--- src/rtl/sdct_pkg.sv ---
// Shared types, constants and command codes for the saturating decay counter table.
package sdct_pkg;

  localparam int VAL_W     = 13;
  localparam int IDX_W     = 10;
  localparam int REV_W     = 64;
  localparam int CMD_W     = 3;
  localparam int CFG_IDX_W = 2;
  localparam int CFG_W     = 11;
  localparam int ENTRY_W   = 2 * VAL_W + 1;

  localparam int MAX_ENTRIES_DEF = 1024;

  localparam logic [VAL_W-1:0] VALUE_CAP  = 13'd8000;
  localparam logic [VAL_W-1:0] LEARN_STEP = 13'd1200;
  localparam logic [VAL_W-1:0] LEARN_EDGE = VALUE_CAP - LEARN_STEP;
  localparam int               DECAY_SHIFT = 6;

  localparam logic [CMD_W-1:0] CMD_CLEAR    = 3'd0;
  localparam logic [CMD_W-1:0] CMD_LOAD     = 3'd1;
  localparam logic [CMD_W-1:0] CMD_ACTIVATE = 3'd2;
  localparam logic [CMD_W-1:0] CMD_LEARN    = 3'd3;
  localparam logic [CMD_W-1:0] CMD_DECAY    = 3'd4;
  localparam logic [CMD_W-1:0] CMD_READ     = 3'd5;
  localparam logic [CMD_W-1:0] CMD_COMMIT   = 3'd6;

  localparam logic [CFG_IDX_W-1:0] CFG_ACTIVE_SEEDS = 2'd0;
  localparam logic [CFG_IDX_W-1:0] CFG_PERSIST      = 2'd1;

  typedef struct packed {
    logic             elig;
    logic [VAL_W-1:0] red;
    logic [VAL_W-1:0] blue;
  } entry_t;

  typedef struct packed {
    entry_t learn_word;
    logic   learn_ok;
    entry_t decay_word;
    logic   decay_changed;
  } upd_t;

endpackage

--- src/rtl/sdct_update.sv ---
// Per-entry modify logic: learn step and decay step on one table word.
module sdct_update (
  input  sdct_pkg::entry_t word,
  input  logic             team,
  output sdct_pkg::upd_t   upd
);

  logic [sdct_pkg::VAL_W-1:0] learn_v;
  logic [sdct_pkg::VAL_W-1:0] learn_nv;

  function automatic logic [sdct_pkg::VAL_W-1:0] decay_val(
    input logic [sdct_pkg::VAL_W-1:0] v
  );
    logic [sdct_pkg::VAL_W-1:0] d;
    d = (v >> sdct_pkg::DECAY_SHIFT) + sdct_pkg::VAL_W'(1);
    decay_val = (v != '0) ? (v - d) : v;
  endfunction

  always_comb begin
    learn_v  = team ? word.blue : word.red;
    learn_nv = (learn_v > sdct_pkg::LEARN_EDGE) ? sdct_pkg::VALUE_CAP
                                                 : (learn_v + sdct_pkg::LEARN_STEP);

    upd.learn_word = word;
    if (team) begin
      upd.learn_word.blue = learn_nv;
    end else begin
      upd.learn_word.red = learn_nv;
    end
    upd.learn_ok = word.elig && (learn_v < sdct_pkg::VALUE_CAP);

    upd.decay_word.elig = word.elig;
    upd.decay_word.red  = decay_val(word.red);
    upd.decay_word.blue = decay_val(word.blue);
    upd.decay_changed   = (word.red != '0) || (word.blue != '0);
  end

endmodule
--- config.mk ---
export PLATFORM = sky130hd
export DESIGN_NAME = sdct_update
export DESIGN_NICKNAME = d
export VERILOG_FILES = /design/src/rtl/sdct_pkg.sv /design/src/rtl/sdct_update.sv
export SDC_FILE = /design/constraint.sdc
export NUM_CORES = 1
export LEC_CHECK = 0
export BUFFER_PORTS_ARGS = -buffer_cell sky130_fd_sc_hd__buf_4
export CORE_MARGIN = 5
export CORE_UTILIZATION = 40
export DETAILED_ROUTE_END_ITERATION = 10
export GPL_ROUTABILITY_DRIVEN = 1
export PLACE_DENSITY = 0.71
export SLEW_MARGIN = 10
export SYNTH_ARGS = -nofsm -noshare
export SYNTH_HDL_FRONTEND = slang
export SYNTH_SLANG_ARGS = --single-unit
--- constraint.sdc ---
create_clock -name vclk -period 6.7
set_input_delay 1.34 -clock vclk [all_inputs]
set_output_delay 1.34 -clock vclk [all_outputs]
set_load 0.005 [all_outputs]
Yosys cells after proc, flatten, opt, wreduce, memory -nomap -nowiden
Cells that the tools add are included.
{ "classes": {"add_sub_neg": 5, "n_lt_le_gt_ge": 2, "mux": 6, "n_reduce_logical": 4} }
{ "ops": {"columns": ["cell", "n"], "rows": [
  ["two-way mux 13 bit", 6],
  ["nonzero test 13 bit", 2],
  ["subtractor 13 x 8 -> 13 bit", 2],
  ["adder 7 x 1 -> 8 bit (second input constant)", 2],
  ["adder 13 x 11 -> 13 bit (second input constant)", 1],
  ["> comparator 13 bit (second input constant)", 1],
  ["< comparator 13 bit (second input constant)", 1],
  ["logical AND 1 bit", 1],
  ["logical OR 1 bit", 1]
]} }
{ "word_totals": {"regBits": 0, "inputBits": 28, "out_inout_bits": 56, "wordCells": 17} }

Depth between registers and ports, before layout
{ "logic_depth": {"ltp_word": 4, "depth_mapped": 11, "ltp_nobuf": 9} }

Worst setup path before layout
No wires, ideal clock.
{ "synth_timing": {"kind": "input -> output", "from": "in team", "to": "out upd[39] (netlist bit)", "arrival_ns": 3.482, "required_time_ns": 5.360, "setup_slack_ns": 1.878, "path_stages": 10, "n_path_buf": 3, "cell_sequence": "clkbuf_1 buf_2 buf_1 mux2i_1 ha_1 nor2b_1 nor3_1 a211o_1 nor4b_2 a21oi_1"} }
{ "synth_rtl": {"columns": ["item", "line", "text"], "rows": [
  ["from (decl)", "sdct_update.sv:4", "input logic team,"],
  ["to (decl)", "sdct_update.sv:5", "output sdct_pkg::upd_t upd"]
]} }

==> impl_metrics.ini <==
[final_layout]
area_of_the_multi_input_gates_um2 = 1555
register_area_um2 = 0
design.seq.count = 0
fraction_of_layout_cells_with_a_size_suffix_above_1_pct = 32.30
area_delta_synth_final_pct = 36.58
design.final.nets = 370
final_area_um2 = 2350
n_fill_cell = 389
clockBufferCount = 0
antenna-diode-count = 0

[grt]
global_route_wire_length_before_repair_um = 9335
first_global_vias = 1949
number_of_antenna_violations_at_the_first_check_in_global_routing = 0
grt_start_max_net_pins = 39
grt-ovfl-total = 0
groute.usage.overall_pct = 19.95

[floorplan]
die-width_um = 75.58
placement_rows = 23
initial_utilization_pct = 42.10
fp.dieArea_um2 = 5712
pin_count = 84
placeableCoreArea_um2 = 4086
die_y_um = 75.58

[critical_path]
worst-setup-path-type = in2out
crit_path_top_delay_cell = nor4_2
worst_ep_arrival_time_ns = 3.59
timing.critical_path.max_delay_family = simple AND/OR/NAND/NOR gates
worstPathBufferInverterCount = 2
end_kind = output pin
critical_path_required_ns = 5.36
critical_path.max_fanout = 12
crit_path_frequent_cell = buf_4
cp-start-kind = input pin
path_cells = buf_4 > or4_1 > nor4_2 > or2_2 > a2111oi_1 > xnor2_1 > buf_4
timing.critical_path.slowest_cell_delay_ns = 0.90

[sta]
final.hold.worst_slack_ns = 2.866
timing.max_slew.rel_slack_pct = 31.62
worst_slew_pin_slew_ns = 1.017
min_period_over_period_pct = 73.51
timing.final.setup_violations = 0
period_minus_slack_ns = 4.925
grt_setup_unrepaired = no
hold_viol = 0
final-max-slew-violation-count = 0
fin_tns_setup_ns = 0
fmax_ghz = 0.2030

[logic_synthesis]
synth_compound_area_share_pct = 36.87
synth_simple_gate_area_share_pct = 30.69
synth_area_per_cell_um2 = 6.882
syn-cell-area_um2 = 1720
synth.yosys.warnings = 0
synth_top_family_by_area = compound AO/OA/AOI/OAI gates
post_synthesis_cells = 250
syn-num-nets = 296
post_synth_fa_ha_maj_area_fraction_pct = 13.96
muxShareOfSynthArea_pct = 4.291
synth.lib_cells_used.distinct = 53
seq_area_frac_synth_pct = 0
synth-xor-area-share_pct = 4.582

[outcome]
run_status = completed

[placement]
post-dp-hpwl_um = 4916
port_buffers = 84
dpl-instance-area_um2 = 2350
place_congestion = 0.9575

[drt]
drt-initial-drc-count = 88
final_antenna_net_count = 0
firstDrtPassIters = 4
via_count = 2135
finalWirelength_um = 5970
wl_per_cell_um = 16.05
detail_route.vias_per_cell = 5.739
dr_drc_count = 0

[run]
number_of_max_cap_violations = 0

[hold_path]
hp-class = in2out
hold_path.startpoint = word[26]
min_to = upd[27]
worstHoldPathCells = 2

[clock_tree]
cts-hold-fix-buffers = 0
post_cts_resize_count = 0
cts_post_setup_buffers_inserted = 0

[pwr]
fin_total_pwr_uw = 204.9
ir_worst_vdd_mv = 0.03757
power_density_nw_per_um2 = 87.21
power.static_leakage_nw = 1.074
-- Yosys cell counts (all sizes together), types with 6 or more instances --
master	n	area, µm²
nand3	11	55.05
or4	6	56.30
a211oi	9	82.58
inv	27	101.4
nor2b	7	43.79
nor2	11	41.29
xnor2	9	78.83
o31ai	6	58.81
and2	10	62.56
o21a	6	45.04
o21ai	25	125.1
nand2	11	41.29
nor3	12	60.06
a21oi	13	65.06
buf	9	52.54
ha	16	200.2
-- worst max-delay path by stage --
stage / start / to / slack (ns) / cells past startpoint
2_1_floorplan: team / upd[39] / 1.88 / 10
3_3_place_gp: word[10] / upd[10] / 1.89 / 7
3_5_place_dp: word[10] / upd[10] / 1.81 / 7
4_1_cts: word[10] / upd[10] / 1.81 / 7
5_1_grt: word[20] / upd[23] / 1.65 / 9
6_report: word[10] / upd[10] / 1.77 / 7
-- layer usage --
layer	share of wire (%)	up-vias	track usage, %
met1	46	967	27.92
met3	6.5	4	1.451
met2	46	76	34.71
met4	0.70	0	1.748
li1	-	1088	-
met5	0	-	0
-- report_power, final --
part           total (mW)  switching [mW]  leakage (nW)  internal (mW)
sequential              0               0             0              0
clock                   0               0             0              0
combinational       0.205           0.100          1.07          0.105
-- layout by cell type, fill, tap and decap left out, types with 4 or more instances in the layout --
cell      synthesis  routed
a211oi_1          6       6
nand2_1          11      11
nand3_1          11      11
o21a_1            6       6
buf_4             2      84
mux2i_1           4       4
nor2b_1           7       7
a31oi_1           4       4
nor2_1           11      11
nor3_1           12      12
or3_1             4       4
a21oi_1          13      13
and2_1           10      10
a211o_1           5       5
o31ai_1           5       5
o211ai_1          4       4
ha_1             16      16
o21ai_0          23      23
xnor2_1           9       9
inv_1            27      27
-- area by class of cell --
class | count | share of cell area [%]
repair buffers | 84 | 26.84
well taps | 50 | 2.662
multi-input cells | 211 | 66.19
inverters | 27 | 4.313
-- stage by stage --
stage | utilization, % | instances | setup slack (ns)
6_report | 57.50 | 372 | 1.775
5_1_grt | 57.50 | 372 | 1.649
4_1_cts | 57.50 | 372 | 1.812
3_5_place_dp | 57.50 | 372 | 1.807
3_3_place_gp | 57.50 | 372 | 1.888
2_1_floorplan | - | 250 | 1.878
-- kinds of logic (layout without fill, tap and decap cells) --
logic type / Yosys count / count (layout)
xor gates and xnor gates: 9 / 9
AOI/OAI and AO/OA: 89 / 89
adders and majority gates: 18 / 18
muxes: 7 / 7
buffers and inverters: 39 / 111
and+or+nand+nor: 88 / 88
(Power assumes the default switching activity.)
